===== config.mk =====
export PLATFORM = sky130hd
export DESIGN_NAME = text_date_parser_flat
export DESIGN_NICKNAME = d
export VERILOG_FILES = /design/src/rtl/tdp_pkg.sv /design/src/rtl/tdp_in_if.sv /design/src/rtl/tdp_out_if.sv /design/src/rtl/tdp_in_stage.sv /design/src/rtl/tdp_core.sv /design/src/rtl/tdp_out_stage.sv /design/src/rtl/text_date_parser.sv /design/src/flat_wrapper.sv
export SDC_FILE = /design/constraint.sdc
export NUM_CORES = 1
export LEC_CHECK = 0
export ABC_AREA = 1
export BUFFER_PORTS_ARGS = -buffer_cell sky130_fd_sc_hd__buf_2
export CORE_MARGIN = 8
export CORE_UTILIZATION = 55
export DETAILED_ROUTE_END_ITERATION = 16
export PLACE_DENSITY = 0.74
export SLEW_MARGIN = 30
export SYNTH_ARGS = -nofsm -noshare
export SYNTH_HDL_FRONTEND = slang
export SYNTH_HIERARCHICAL = 1
export SYNTH_SLANG_ARGS = --single-unit

===== constraint.sdc =====
create_clock -name clk -period 15.5 [get_ports clk]
set_input_delay 0 -clock clk [delete_from_list [all_inputs] [get_ports clk]]
set_output_delay 0 -clock clk [all_outputs]
set_load 0.005 [all_outputs]

===== src/rtl/tdp_pkg.sv =====
// Shared types and constants of the text date parser.
package tdp_pkg;

	localparam int MAX_TEXT_LEN_DEF = 4095;

	localparam int DATE_W = 27;
	localparam int POS_W  = 12;

	// Phase of the scan, one-hot.
	typedef enum logic [4:0] {
		PH_SPACE = 5'b00001,
		PH_FIRST = 5'b00010,
		PH_MONTH = 5'b00100,
		PH_DAY   = 5'b01000,
		PH_DONE  = 5'b10000
	} phase_t;

	// Item codes of the func field.
	localparam logic FUNC_CHAR = 1'b0;
	localparam logic FUNC_END  = 1'b1;

	typedef struct packed {
		logic       valid;
		logic       func;
		logic [7:0] ch;
	} item_t;

	typedef struct packed {
		logic              valid;
		logic [DATE_W-1:0] date_value;
		logic [POS_W-1:0]  trailer_start;
		logic              length_overflow;
	} result_t;

endpackage


===== src/rtl/tdp_in_if.sv =====
// Character channel: valid, ready and one character word.
interface tdp_in_if;
	logic       valid;
	logic       ready;
	logic       func;
	logic [7:0] ch;

	modport source (output valid, output func, output ch, input ready);
	modport sink (input valid, input func, input ch, output ready);
endinterface


===== src/rtl/tdp_out_if.sv =====
// Result channel: valid, ready and one date word.
interface tdp_out_if;
	logic        valid;
	logic        ready;
	logic [26:0] date_value;
	logic [11:0] trailer_start;
	logic        length_overflow;

	modport source (output valid, output date_value, output trailer_start,
		output length_overflow, input ready);
	modport sink (input valid, input date_value, input trailer_start,
		input length_overflow, output ready);
endinterface


===== src/rtl/tdp_in_stage.sv =====
// Input register that holds one accepted character word for the core.
module tdp_in_stage (
	input  logic          clk,
	input  logic          arst_n,
	tdp_in_if.sink        chars,
	input  logic          advance,
	output tdp_pkg::item_t item_s1
);
	import tdp_pkg::*;

	logic       valid_s1;
	logic       func_s1;
	logic [7:0] ch_s1;
	logic       take;

	assign chars.ready = !valid_s1 || advance;
	assign take        = chars.valid && chars.ready;

	always_ff @(posedge clk or negedge arst_n) begin
		if (!arst_n) begin
			valid_s1 <= 1'b0;
		end else if (take) begin
			valid_s1 <= 1'b1;
		end else if (advance) begin
			valid_s1 <= 1'b0;
		end
	end

	always_ff @(posedge clk) begin
		if (take) begin
			func_s1 <= chars.func;
			ch_s1   <= chars.ch;
		end
	end

	assign item_s1 = '{valid: valid_s1, func: func_s1, ch: ch_s1};

endmodule


===== src/rtl/tdp_core.sv =====
// Scan state and per-character update; builds the result at the end marker.
module tdp_core #(
	parameter int MAX_TEXT_LEN = tdp_pkg::MAX_TEXT_LEN_DEF
) (
	input  logic             clk,
	input  logic             arst_n,
	input  tdp_pkg::item_t   item_s1,
	input  logic             advance,
	output tdp_pkg::result_t res
);
	import tdp_pkg::*;

	localparam logic [POS_W-1:0] POS_LIMIT =
		(MAX_TEXT_LEN < 4095) ? POS_W'(MAX_TEXT_LEN) : 12'd4095;
	localparam logic [7:0] CH_DASH  = 8'h2D;
	localparam logic [7:0] CH_BLANK = 8'h20;
	localparam logic [7:0] CH_TAB   = 8'h09;
	localparam logic [7:0] CH_CR    = 8'h0D;
	localparam logic [7:0] CH_ZERO  = 8'h30;
	localparam logic [7:0] CH_NINE  = 8'h39;
	localparam logic [DATE_W-1:0] PIVOT_6 = 27'd780101;
	localparam logic [DATE_W-1:0] BASE_19 = 27'd19000000;
	localparam logic [DATE_W-1:0] BASE_20 = 27'd20000000;

	phase_t              phase_q, phase_d;
	logic [3:0]          len_q, len_d;
	logic [DATE_W-1:0]   first_q, first_d;
	logic [6:0]          month_q, month_d;
	logic [6:0]          day_q, day_d;
	logic [POS_W-1:0]    pos_q, pos_d;
	logic [POS_W-1:0]    gstart_q, gstart_d;
	logic                ovf_q, ovf_d;

	logic                digit, space, dash, is_end;
	logic [3:0]          d;
	logic [DATE_W-1:0]   y_scaled, ym_base, six_val;

	// Outcome of closing the current digit group.
	logic                cl_settle;
	logic [DATE_W-1:0]   cl_value;
	logic [POS_W-1:0]    cl_trailer;
	phase_t              cl_phase;

	assign is_end = (item_s1.func == FUNC_END);
	assign digit  = (item_s1.ch >= CH_ZERO) && (item_s1.ch <= CH_NINE);
	assign d      = digit ? item_s1.ch[3:0] : 4'd0;
	assign space  = (item_s1.ch == CH_BLANK) ||
		((item_s1.ch >= CH_TAB) && (item_s1.ch <= CH_CR));
	assign dash   = !is_end && (item_s1.ch == CH_DASH);

	// The year group has exactly four digits, so fourteen bits hold it.
	assign y_scaled = 27'(first_q[13:0]) * 27'd10000;
	assign ym_base  = y_scaled + 27'(month_q) * 27'd100;
	assign six_val  = first_q + ((first_q < PIVOT_6) ? BASE_20 : BASE_19);

	always_comb begin
		cl_settle  = 1'b1;
		cl_value   = '0;
		cl_trailer = pos_q;
		cl_phase   = PH_DONE;
		unique case (phase_q)
			PH_SPACE: begin
				cl_value = '0;
			end
			PH_FIRST: begin
				if (len_q == 4'd8) begin
					cl_value = first_q;
				end else if (len_q == 4'd6) begin
					cl_value = six_val;
				end else if (len_q == 4'd4) begin
					if (dash) begin
						cl_settle = 1'b0;
						cl_phase  = PH_MONTH;
					end else begin
						cl_value = y_scaled;
					end
				end else begin
					cl_trailer = gstart_q;
				end
			end
			PH_MONTH: begin
				if (len_q == 4'd2) begin
					if (dash) begin
						cl_settle = 1'b0;
						cl_phase  = PH_DAY;
					end else begin
						cl_value = ym_base;
					end
				end else begin
					cl_value = y_scaled;
				end
			end
			PH_DAY: begin
				cl_value = (len_q == 4'd2) ? ym_base + 27'(day_q) : ym_base;
			end
			default: begin
				// Date already decided: keep what is stored.
				cl_value   = first_q;
				cl_trailer = gstart_q;
			end
		endcase
	end

	always_comb begin
		phase_d  = phase_q;
		len_d    = len_q;
		first_d  = first_q;
		month_d  = month_q;
		day_d    = day_q;
		pos_d    = pos_q;
		gstart_d = gstart_q;
		ovf_d    = ovf_q;

		if (advance && !is_end) begin
			unique case (phase_q)
				PH_SPACE: begin
					if (digit) begin
						phase_d  = PH_FIRST;
						gstart_d = pos_q;
						len_d    = 4'd1;
						first_d  = 27'(d);
					end else if (!space) begin
						phase_d  = PH_DONE;
						first_d  = '0;
						gstart_d = pos_q;
					end
				end
				PH_FIRST, PH_MONTH, PH_DAY: begin
					if (digit) begin
						if (phase_q == PH_FIRST && len_q < 4'd8) begin
							first_d = first_q * 27'd10 + 27'(d);
						end
						if (phase_q == PH_MONTH && len_q < 4'd2) begin
							month_d = month_q * 7'd10 + 7'(d);
						end
						if (phase_q == PH_DAY && len_q < 4'd2) begin
							day_d = day_q * 7'd10 + 7'(d);
						end
						if (len_q != 4'd15) begin
							len_d = len_q + 4'd1;
						end
					end else begin
						phase_d = cl_phase;
						if (cl_settle) begin
							first_d  = cl_value;
							gstart_d = cl_trailer;
						end else begin
							len_d = 4'd0;
							if (cl_phase == PH_MONTH) begin
								month_d = '0;
							end else begin
								day_d = '0;
							end
						end
					end
				end
				default: begin
				end
			endcase

			if (pos_q < POS_LIMIT) begin
				pos_d = pos_q + 12'd1;
			end else begin
				ovf_d = 1'b1;
			end
		end else if (advance && is_end) begin
			// The text is finished; start over for the next one.
			phase_d  = PH_SPACE;
			len_d    = '0;
			first_d  = '0;
			month_d  = '0;
			day_d    = '0;
			pos_d    = '0;
			gstart_d = '0;
			ovf_d    = 1'b0;
		end
	end

	always_ff @(posedge clk or negedge arst_n) begin
		if (!arst_n) begin
			phase_q  <= PH_SPACE;
			len_q    <= '0;
			first_q  <= '0;
			month_q  <= '0;
			day_q    <= '0;
			pos_q    <= '0;
			gstart_q <= '0;
			ovf_q    <= 1'b0;
		end else begin
			phase_q  <= phase_d;
			len_q    <= len_d;
			first_q  <= first_d;
			month_q  <= month_d;
			day_q    <= day_d;
			pos_q    <= pos_d;
			gstart_q <= gstart_d;
			ovf_q    <= ovf_d;
		end
	end

	assign res = '{
		valid:           advance && is_end,
		date_value:      cl_value,
		trailer_start:   cl_trailer,
		length_overflow: ovf_q
	};

endmodule


===== src/rtl/tdp_out_stage.sv =====
// Output register that holds one date word until the sink takes it.
module tdp_out_stage (
	input  logic             clk,
	input  logic             arst_n,
	input  tdp_pkg::result_t res,
	output logic             free,
	tdp_out_if.source        result
);
	import tdp_pkg::*;

	logic              valid_q;
	logic [DATE_W-1:0] date_q;
	logic [POS_W-1:0]  trailer_q;
	logic              ovf_q;

	assign free = !valid_q || result.ready;

	always_ff @(posedge clk or negedge arst_n) begin
		if (!arst_n) begin
			valid_q <= 1'b0;
		end else if (res.valid) begin
			valid_q <= 1'b1;
		end else if (result.ready) begin
			valid_q <= 1'b0;
		end
	end

	always_ff @(posedge clk) begin
		if (res.valid) begin
			date_q    <= res.date_value;
			trailer_q <= res.trailer_start;
			ovf_q     <= res.length_overflow;
		end
	end

	assign result.valid           = valid_q;
	assign result.date_value      = date_q;
	assign result.trailer_start   = trailer_q;
	assign result.length_overflow = ovf_q;

endmodule


===== src/rtl/text_date_parser.sv =====
// A word enters the input register at acceptance and is scanned by the core from that register;
// the date word for an end marker is then registered in the output register.
// Throughput: one character word per cycle, set by the single scan state update in the core,
// except that an end marker waits in the input register, holding the flow, while the output register is full.
// Reset (arst_n low) empties both registers and returns the scan to leading whitespace.
module text_date_parser #(
	parameter int MAX_TEXT_LEN = tdp_pkg::MAX_TEXT_LEN_DEF
) (
	input  logic      clk,
	input  logic      arst_n,
	tdp_in_if.sink    chars,
	tdp_out_if.source result
);
	import tdp_pkg::*;

	item_t   item_s1;
	result_t res;
	logic    out_free;
	logic    advance;

	assign advance = item_s1.valid && (item_s1.func == FUNC_CHAR || out_free);

	tdp_in_stage u_in (
		.clk     (clk),
		.arst_n  (arst_n),
		.chars   (chars),
		.advance (advance),
		.item_s1 (item_s1)
	);

	tdp_core #(
		.MAX_TEXT_LEN (MAX_TEXT_LEN)
	) u_core (
		.clk     (clk),
		.arst_n  (arst_n),
		.item_s1 (item_s1),
		.advance (advance),
		.res     (res)
	);

	tdp_out_stage u_out (
		.clk    (clk),
		.arst_n (arst_n),
		.res    (res),
		.free   (out_free),
		.result (result)
	);

	// A result is only produced when the output register can take it.
	a_res_fits: assert property (@(posedge clk) disable iff (!arst_n)
		res.valid |-> out_free)
		else $error("result produced while output register is full");

	// A new date word appears only after an end marker was scanned.
	a_res_source: assert property (@(posedge clk) disable iff (!arst_n)
		$rose(result.valid) |-> $past(item_s1.valid && item_s1.func == FUNC_END))
		else $error("date word without an end marker");

	// A reported date never exceeds eight decimal digits.
	a_date_range: assert property (@(posedge clk) disable iff (!arst_n)
		result.valid |-> result.date_value <= 27'd99999999)
		else $error("date word out of range");

endmodule


===== src/flat_wrapper.sv =====
// flat-port wrapper written by rule: the top's interface ports become plain ports
module text_date_parser_flat import tdp_pkg::*;
#(
	parameter int MAX_TEXT_LEN = tdp_pkg::MAX_TEXT_LEN_DEF
)
  (clk, arst_n, chars_valid, chars_func, chars_ch, chars_ready, result_valid, result_date_value, result_trailer_start, result_length_overflow, result_ready);
  tdp_in_if chars_i ();
  tdp_out_if result_i ();
  input  logic clk;
  input  logic arst_n;
  input wire logic [$bits(chars_i.valid)-1:0] chars_valid;
  input wire logic [$bits(chars_i.func)-1:0] chars_func;
  input wire logic [$bits(chars_i.ch)-1:0] chars_ch;
  output wire logic [$bits(chars_i.ready)-1:0] chars_ready;
  output wire logic [$bits(result_i.valid)-1:0] result_valid;
  output wire logic [$bits(result_i.date_value)-1:0] result_date_value;
  output wire logic [$bits(result_i.trailer_start)-1:0] result_trailer_start;
  output wire logic [$bits(result_i.length_overflow)-1:0] result_length_overflow;
  input wire logic [$bits(result_i.ready)-1:0] result_ready;
  assign chars_i.valid = chars_valid;
  assign chars_i.func = chars_func;
  assign chars_i.ch = chars_ch;
  assign chars_ready = chars_i.ready;
  assign result_valid = result_i.valid;
  assign result_date_value = result_i.date_value;
  assign result_trailer_start = result_i.trailer_start;
  assign result_length_overflow = result_i.length_overflow;
  assign result_i.ready = result_ready;
  text_date_parser #(.MAX_TEXT_LEN(MAX_TEXT_LEN)) u_core (.clk(clk), .arst_n(arst_n), .chars(chars_i), .result(result_i));
endmodule

==> metrics, run 1 <==
Final Hold Viols 0; post-synthesis sequential area ratio 22.6%; relative slew slack 40.6%; CP Class flop to flop; total CTS buffers 17; ANT nets after route 0; max-slew violation count 0; Final Cell Area 16400 um^2; Post-Synthesis Cell Area 15000 um^2; Hold Slack 0.0363 ns; met1 Usage GRT 36.5%; P per Cell Area 91.8 nW/um^2; CTS tree yes; Async SR Flop Fraction 61.1%; post-synth net total 2384; reg-to-reg endpoint u_core/u_core/first_q[17]$_DFFE_PN0P_; vias in the first global route 14200; setup TNS 0 ns; Max FO, Critical Path 7; starting density of the core 55.9%; Comb power frac 44.0%; clock slew at reported path FFs 0.08 ns; sequential fraction of design power 28.2%; Total Wirelength 46.3 mm; Power Total 1.50 mW; Synth Warn # 6; first-pass GRT wire length 74.5 mm; placed cell area 15600 um^2; Ant. Diodes 0; setup bufs post-CTS 0; Final Cycle Share 41.6%; Wirelength per Cell 18.2 um; RR Startpoint u_core/u_core/first_q[3]$_DFFE_PN0P_; share of cells above drive strength 1 8.75%; critical path arrival 6.74 ns; Max Fclk 0.155 GHz; Post-DP HPWL 35.5 mm; R2R setup slack 9.05 ns; CP required 15.79 ns; Crit path max-delay family adder cells; Die Wd 181 um; Finished Layout Cells 2546; maximum clock path buffer count 2; MaxCap Viol Count 0; Sinks on Clock Net 126; Net Switching 0.696 mW; area delta synth->final 8.81%; path category of the worst min-delay check input pin to async pin; Period minus WS final 6.45 ns; Critical-path top delay cell dfrtp_1; Post-Synthesis Cells 2141; Clock Latency Late Sink 0.44 ns; GR Util met2 46.9%; synthesized flop and latch total 126; Syn Area/Cell 7.02 um^2; Top cell by count, worst path ha_1; status finished clean; Buffers on Ports 54; Root Buffer clkbuf_16; final setup vio count 0; most frequent cells in the layout nand2_1, inv_1, ha_1, nor2_1, nand3_1; Synth Flop Type dfrtp_1; startpoint types flop; die footprint 32900 um^2; commonest non-fill, non-tap cell in the layout nand2_1; Global Route Usage Sum 28.0%; Iteration-0 DRC Markers 1655; crit path buf inv count 4; R2R depth 26; core box area 26900 um^2; met3 Use GR 4.05%; net count reported at finish 2435; DRC 0; peak supply drop 0.0687 mV; Post-synth EDFFs 49; clock power share 27.8%; slew of the pin with the lowest slew margin 0.887 ns; initial antenna violation count 0; RSZ-0062 raised after global routing no; number of gates resized after cts 0; Core Rows 60; CP max stage delay 0.65 ns; largest net degree at the start of global routing 58; switch share 46.4%; routed vias/inst 5.83; routed via count 14800; Pint 0.805 mW; H-tree levels 4; CP Capture Type flop; routability cong. 0.975; total gr overflow 0; Hold Buf Count CTS 12; Chip Height 181 um; distinct cell type count after synthesis 64; cell count after placement 2502; worst clock skew 0.0205 ns; DRT Pass-1 Iters 6; Leak 8.42 nW; IO Pins 55; gr busiest metal met2
-- registers in the layout, indices dropped and copies added (netlist names) --
name / flops
u_core/u_core/first_q: 27
u_core/u_core/pos_q: 12
u_core/u_core/gstart_q: 12
u_core/u_out/result.date_value: 27
u_core/u_out/result.length_overflow: 1
u_core/u_core/month_q: 7
u_core/u_out/result.trailer_start: 12
u_core/u_in/func_s1: 1
u_core/u_core/len_q: 4
u_core/u_in/valid_s1: 1
u_core/u_core/phase_q: 5
u_core/u_core/ovf_q: 1
u_core/u_core/day_q: 7
u_core/u_in/ch_s1: 8
u_core/u_out/result.valid: 1
-- cells in the mapped netlist (12+ instances only) --
library cell | n | area share [%]
fa_1 | 40 | 5.3
edfxtp_1 | 49 | 9.8
xnor2_1 | 22 | 1.3
ha_1 | 190 | 16
buf_2 | 12 | 0.40
xor2_1 | 31 | 1.8
o211ai_1 | 15 | 0.75
a22oi_1 | 15 | 0.75
nor3_1 | 29 | 0.97
o21ai_1 | 27 | 0.90
dfrtp_1 | 76 | 13
o21ai_0 | 153 | 5.1
nand2_2 | 13 | 0.54
nor2_1 | 159 | 4.0
a21oi_1 | 131 | 4.4
clkbuf_1 | 29 | 0.72
nand4_1 | 27 | 1.1
nor2_2 | 20 | 0.83
nand3_1 | 156 | 5.2
inv_1 | 348 | 8.7
inv_2 | 21 | 0.52
nand2_1 | 447 | 11
-- layout make-up --
| cell class | instances | area (um^2) |
|---|---|---|
| multi-input combinational | 1598 | 10100 |
| inverter | 372 | 1400 |
| fill | 2507 | 10500 |
| clock inverter | 15 | 171 |
| sequential | 126 | 3400 |
| tap | 341 | 427 |
| timing repair buffer | 77 | 475 |
| clock buffer | 17 | 425 |
-- metal layers --
metal  share of wire (%)  vias to the layer above
li1                    -                     7220
met1                  42                     6900
met2                  47                      616
met3                 7.5                       97
met4                 3.2                        0
met5                   0                        -
-- through the flow --
| stage | setup WS [ns] | util [%] |
|---|---|---|
| 2_1_floorplan | 10.32 | - |
| 3_3_place_gp | 9.11 | 58.2 |
| 3_5_place_dp | 9.13 | 58.2 |
| 4_1_cts | 9.08 | 60.8 |
| 5_1_grt | 8.69 | 60.9 |
| 6_report | 9.05 | 60.9 |
-- cells by family after synthesis --
kind of cell / after synthesis / synth area share (%)
compound gates: 411 / 15.6
flops: 126 / 22.6
simple gates: 899 / 26.4
xor+xnor: 58 / 3.63
fa+ha+maj: 230 / 21.1
buf+inv: 417 / 10.6
-- how the worst max path moves through the flow --
| stage | from | end | slack, ns | cells after the start |
|---|---|---|---|---|
| after floorplan | u_core/u_core/first_q[3]$_DFFE_PN0P_ | u_core/u_out/result.date_value[21]$_DFFE_PP_ | 10.32 | 25 |
| after global placement | u_core/u_core/first_q[3]$_DFFE_PN0P_ | u_core/u_out/result.date_value[20]$_DFFE_PP_ | 9.11 | 25 |
| after detailed placement | u_core/u_core/first_q[3]$_DFFE_PN0P_ | u_core/u_out/result.date_value[21]$_DFFE_PP_ | 9.13 | 27 |
| after CTS | u_core/u_core/first_q[3]$_DFFE_PN0P_ | u_core/u_out/result.date_value[21]$_DFFE_PP_ | 9.08 | 27 |
| after global routing | u_core/u_core/first_q[3]$_DFFE_PN0P_ | u_core/u_core/first_q[26]$_DFFE_PN0P_ | 8.69 | 29 |
| final | u_core/u_core/first_q[3]$_DFFE_PN0P_ | u_core/u_core/first_q[17]$_DFFE_PN0P_ | 9.05 | 26 |
-- power groups by stage --
stage / combinational (mW) / clock [mW] / sequential [mW]
after floorplan: 0.451 / 0 / 0.420
after global placement: 0.639 / 0 / 0.429
after detailed placement: 0.643 / 0 / 0.429
after CTS: 0.651 / 0.425 / 0.423
after global routing: 0.732 / 0.434 / 0.427
final: 0.661 / 0.418 / 0.423
Power figures use the tool's default switching activity.
==> run 2: changes to the inputs <==
- PLACE_DENSITY: 0.74 -> 0.77
- clock period: 15.5 -> 5.2 ns (I/O delays scaled with it)
==> run 2 against run 1 <==
Net effect: the flow now finishes with violations (setup timing); routed wire length increased by 7.2%; fmax increased by 22%; via count increased by 7.2%; critical endpoint is now u_core/u_core/first_q[25]$_DFFE_PN0P_; highest routed layer unchanged.
==> metrics, run 2 (synthesis gave the netlist of run 1 again) <==
Place WS -0.246 ns (-9.38 ns); GR Util met2 48.1% (+1.2 points); Total Wirelength 49.6 mm (+7.2%); register area 3400 um^2 (+0.11%); CTS tree yes; Post-DP HPWL 36.4 mm (+2.5%); path category of the worst min-delay check input pin to async pin; sequential fraction of design power 23.3% (-4.9 points); Iteration-0 DRC Markers 1804 (+9.0%); Leak 9.33 nW (+11%); Pint 2.90 mW (+260%); top flop regs u_core/u_core/first_q x27, u_core/u_out/result.date_value x27; DRC 0 (unchanged); commonest non-fill, non-tap cell in the layout nand2_1; reg-to-reg endpoint u_core/u_core/first_q[25]$_DFFE_PN0P_; clock slew at reported path FFs 0.07 ns (about the same); Clock Latency Late Sink 0.43 ns (about the same); most frequent cells in the layout nand2_1, inv_1, ha_1, buf_4, o21ai_0; ANT nets after route 0 (unchanged); vias in the first global route 15200 (+7.1%); cell count after placement 2618 (+4.6%); routability cong. 0.976 (+0.11%); Final Cell Area 18500 um^2 (+13%); Filler cells 2196 (-12%); IO Pins 55 (unchanged); failing checks setup timing; Hold Slack 0.0185 ns (-0.0177 ns); Max FO, Critical Path 5 (-2); gr busiest metal met2; total gr overflow 0 (unchanged); status complete, but fails checks; DRT Pass-1 Iters 6 (unchanged); CP Capture Type flop; CP required 5.52 ns (-10.27 ns); routed via count 15900 (+7.2%); Finished Layout Cells 2699 (+6.0%); Global Route Usage Sum 28.8% (+0.81 points); largest net degree at the start of global routing 57 (-1.7%); relative slew slack 38.3% (-2.4 points); Sinks on Clock Net 126 (unchanged); die footprint 32900 um^2 (unchanged); post-layout util 68.9% (+8.1 points); net count reported at finish 2588 (+6.3%); Period minus WS final 5.27 ns (-1.18 ns); total CTS buffers 17 (unchanged); CP max stage delay 0.52 ns (-0.13 ns); P per Cell Area 284 nW/um^2 (+210%); MaxCap Viol Count 0 (unchanged); Critical-path top delay cell fa_1; Root Buffer clkbuf_16; Die Wd 181 um (unchanged); R2R setup slack -0.07 ns (-9.12 ns); share of cells above drive strength 1 22.4% (+14 points); max-slew violation count 0 (unchanged); setup TNS -0.441 ns (-0.441 ns); Final Cycle Share 101% (+60 points); Net Switching 2.37 mW (+240%); maximum clock path buffer count 2 (unchanged); met3 Use GR 4.69% (+0.64 points); R2R depth 35 (+35%); H-tree levels 4 (unchanged); met1 Usage GRT 35.9% (-0.67 points); final setup vio count 9 (+9); setup ws final -0.0709 ns (-9.12 ns); first-pass GRT wire length 77.1 mm (+3.5%); Top cell by count, worst path nand2_2; RSZ-0062 raised after global routing yes; RR Startpoint u_core/u_core/first_q[4]$_DFFE_PN0P_; CP Class flop to flop; clock power share 23.6% (-4.2 points); area delta synth->final 23.3%; Core Rows 60 (unchanged); Comb power frac 53.1% (+9.1 points); slew of the pin with the lowest slew margin 0.924 ns (+0.0369 ns); routed vias/inst 5.89 (+1.1%); Max Fclk 0.190 GHz (+22%); multi-input logic area 11000 um^2 (+9.6%); initial antenna violation count 0 (unchanged); starting density of the core 55.9% (unchanged); Chip Height 181 um (unchanged); worst clock skew 0.0183 ns (-0.00217 ns); Power Total 5.27 mW (+250%); Buffers on Ports 54 (unchanged); switch share 45.0% (-1.4 points); placed cell area 16500 um^2 (+5.5%); core box area 26900 um^2 (unchanged); Final Hold Viols 0 (unchanged); critical path arrival 5.59 ns (-1.15 ns); Wirelength per Cell 18.4 um (+1.2%); Ant. Diodes 0 (unchanged); peak supply drop 0.249 mV (+260%); startpoint types flop
-- run 2: area by class of cell --
| type | instances | area share (%) |
|---|---|---|
| multi-input combinational | 1598 | 59.5 |
| clock buffer | 17 | 2.30 |
| clock inverter | 15 | 0.945 |
| sequential | 126 | 18.4 |
| timing repair buffer | 230 | 9.01 |
| inverter | 372 | 7.59 |
| tap | 341 | 2.30 |
-- run 2: timing repair --
item | in CTS | in global routing
pin swaps | 25 | 85
setup endpoints to repair | 24 | 28
buffers inserted | 4 | 33
gates resized for setup | 66 | 188
hold buffers | 12 | 0
hold endpoints to repair | 32 | 0
-- run 2: power by group through the flow --
stage	logic [mW]	registers, mW	clock network [mW]
floorplan	1.35	1.25	0
global placement	2.14	1.24	0
detailed placement	2.17	1.25	0
CTS	2.32	1.23	1.25
global route	3.01	1.24	1.29
finish	2.80	1.23	1.24
-- run 2: worst max-delay path by stage --
| stage | to | slack (ns) | depth (start not counted) | from |
|---|---|---|---|---|
| 3_5_place_dp | u_core/u_core/first_q[26]$_DFFE_PN0P_ | -0.25 | 33 | u_core/u_core/first_q[6]$_DFFE_PN0P_ |
| 2_1_floorplan | u_core/u_out/result.date_value[21]$_DFFE_PP_ | 0.02 | 25 | u_core/u_core/first_q[3]$_DFFE_PN0P_ |
| 4_1_cts | u_core/u_core/first_q[26]$_DFFE_PN0P_ | -0.002 | 35 | u_core/u_core/first_q[4]$_DFFE_PN0P_ |
| 3_3_place_gp | u_core/u_core/first_q[25]$_DFFE_PN0P_ | -0.28 | 28 | u_core/u_core/first_q[7]$_DFFE_PN0P_ |
| 5_1_grt | u_core/u_core/first_q[21]$_DFFE_PN0P_ | -0.36 | 35 | u_core/u_core/first_q[4]$_DFFE_PN0P_ |
| 6_report | u_core/u_core/first_q[25]$_DFFE_PN0P_ | -0.07 | 35 | u_core/u_core/first_q[4]$_DFFE_PN0P_ |
-- run 2: critical path, delay by kind of cell (launching register included) --
| kind | cells | cell delay (ns) |
|---|---|---|
| adders and majority gates | 6 | 2.23 |
| and+or+nand+nor | 20 | 1.91 |
| buffers and inverters | 9 | 0.64 |
| DFF | 1 | 0.37 |
-- run 2: metal layers --
metal,vias up,wire length (um)
met3,154,4320
met2,842,23200
met1,7382,19600
met5,-,0
met4,0,2490
li1,7522,-
==> run 3: changes to the inputs <==
==> constraint.sdc (replaced) <==
create_clock -name clk -period 5.2 [get_ports clk]
set_input_delay 1.04 -clock clk [delete_from_list [all_inputs] [get_ports clk]]
set_output_delay 1.04 -clock clk [all_outputs]
set_load 0.005 [all_outputs]
==> run 3 against run 2 <==
Net effect: the run still ends with setup timing left; sequential share of layout area hardly changed; flip-flop and latch count stayed put; sequential power hardly changed; power is 2.6% higher; largest power group unchanged; highest routed layer unchanged.
==> metrics, run 3 (synthesis gave the netlist of run 1 again) <==
Final Hold Viols 0 (unchanged); setup ws final -0.00131 ns (+0.0696 ns); net count reported at finish 2576 (-0.46%); Hold Slack 0.485 ns (+0.467 ns); Buffers on Ports 54 (unchanged); Root Buffer clkbuf_16; initial antenna violation count 0 (unchanged); Final Cycle Share 100% (-1.3 points); Leak 9.30 nW (-0.30%); register area 3400 um^2 (unchanged); Ant. Diodes 0 (unchanged); clock slew at reported path FFs 0.08 ns (about the same); Place WS -0.265 ns (-0.0190 ns); share of cells above drive strength 1 22.7% (+0.29 points); CP Capture Type flop; Iteration-0 DRC Markers 1591 (-12%); Total Wirelength 50.2 mm (+1.1%); first-pass GRT wire length 77.4 mm (+0.38%); routability cong. 0.984 (+0.82%); relative slew slack 40.9% (+2.6 points); vias in the first global route 14900 (-2.0%); Max FO, Critical Path 4 (-1); Finished Layout Cells 2687 (-0.44%); max-slew violation count 0 (unchanged); Comb power frac 54.3% (+1.2 points); DRC 0 (unchanged); largest net degree at the start of global routing 56 (-1.8%); Pint 2.96 mW (+2.2%); peak supply drop 0.197 mV (-21%); Final Cell Area 18600 um^2 (+0.24%); Global Route Usage Sum 29.1% (+0.24 points); placed cell area 16500 um^2 (+0.18%); maximum clock path buffer count 2 (unchanged); H-tree levels 4 (unchanged); startpoint types flop; slew of the pin with the lowest slew margin 0.883 ns (-0.0406 ns); P per Cell Area 291 nW/um^2 (+2.3%); top flop regs u_core/u_core/first_q x27, u_core/u_out/result.date_value x27; CP required 5.52 ns (about the same); area delta synth->final 23.6%; multi-input logic area 11200 um^2 (+1.4%); Period minus WS final 5.20 ns (-0.0696 ns); Chip Height 181 um (unchanged); CP max stage delay 0.51 ns (about the same); failing checks setup timing; switch share 45.1% (+0.18 points); clock power share 23.0% (-0.6 points); Critical-path top delay cell fa_1; sequential fraction of design power 22.7% (-0.6 points); total gr overflow 0 (unchanged); ANT nets after route 0 (unchanged); Core Rows 60 (unchanged); Wirelength per Cell 18.7 um (+1.5%); path category of the worst min-delay check flop to flop; Die Wd 181 um (unchanged); setup TNS -0.00131 ns (+0.439 ns); routed via count 15800 (-0.34%); core box area 26900 um^2 (unchanged); Max Fclk 0.192 GHz (+1.3%); MaxCap Viol Count 0 (unchanged); Power Total 5.40 mW (+2.6%); commonest non-fill, non-tap cell in the layout nand2_1; RSZ-0062 raised after global routing yes; Post-DP HPWL 36.9 mm (+1.4%); CP Class flop to flop; Net Switching 2.44 mW (+3.0%); Top cell by count, worst path nand2_1; die footprint 32900 um^2 (unchanged); Filler cells 2194 (-0.091%); critical path arrival 5.52 ns (-0.07 ns); DRT Pass-1 Iters 7 (+1); IO Pins 55 (unchanged); most frequent cells in the layout nand2_1, inv_1, ha_1, buf_4, o21ai_0; worst clock skew 0.0170 ns (-0.00126 ns); cell count after placement 2622 (+0.15%); routed vias/inst 5.90 (+0.11%); status complete, but fails checks; Clock Latency Late Sink 0.43 ns (about the same); post-layout util 69.1% (+0.16 points); Sinks on Clock Net 126 (unchanged); starting density of the core 55.9% (unchanged); final setup vio count 1 (-8); CTS tree yes; total CTS buffers 17 (unchanged)
run 3: changes by cell type in the layout (fill, tap and decap cells not counted), sizes merged:
cell and delta:
clkinvlp -1, dlygate4sd3 -12, inv +1
run 3: worst paths after layout:
kind / from / slack [ns] / end / depth (start not counted)
worst max-delay path: u_core/u_core/first_q[6]$_DFFE_PN0P_ / -0.001 / u_core/u_core/first_q[19]$_DFFE_PN0P_ / 30
worst min-delay path: u_core/u_core/ovf_q$_DFFE_PN0P_ / 0.49 / u_core/u_out/result.length_overflow$_DFFE_PP_ / 0
worst max register to register: u_core/u_core/first_q[6]$_DFFE_PN0P_ / -0.001 / u_core/u_core/first_q[19]$_DFFE_PN0P_ / 30
worst min register to register: u_core/u_core/ovf_q$_DFFE_PN0P_ / 0.49 / u_core/u_out/result.length_overflow$_DFFE_PP_ / 0
max in group asynchronous: arst_n / 3.58 / u_core/u_core/first_q[1]$_DFFE_PN0P_ / 2
min in group asynchronous: arst_n / 0.51 / u_core/u_core/first_q[24]$_DFFE_PN0P_ / 1
run 3: metal layers:
| metal | GRT usage, % | vias up | part of all wire [%] |
|---|---|---|---|
| met5 | 0 | - | 0 |
| met4 | 13.8 | 0 | 5.5 |
| met3 | 4.83 | 181 | 8.5 |
| met2 | 47.4 | 790 | 46 |
| met1 | 37.1 | 7370 | 40 |
| li1 | - | 7505 | - |
run 3: timing repair:
action,4_1_cts,5_1_grt
endpoints found under the setup margin,26,29
setup buffers,13,21
endpoints found under the hold margin,0,0
hold buffers,0,0
pin swaps,37,84
resized for setup,69,205
run 3: cell type report:
class,instances,share of cell area [%]
clock buffer,17,2.29
clock inverter,15,0.923
inverter,372,7.61
multi-input combinational,1598,60.2
sequential,126,18.3
tap,341,2.30
timing repair buffer,218,8.39
run 3: power by group through the flow:
stage               logic, mW  clock network [mW]  registers [mW]
global route             3.15                1.29            1.24
detailed placement       2.20                   0            1.25
finish                   2.93                1.24            1.23
CTS                      2.43                1.25            1.23
global placement         2.17                   0            1.24
floorplan                1.35                   0            1.25
run 3: critical path, delay by kind of cell, from the launching register on:
family	cells	cell delay, ns
simple gates	14	1.43
buf+inv	7	0.59
compound gates	3	0.40
flops	1	0.39
fa+ha+maj	6	2.25
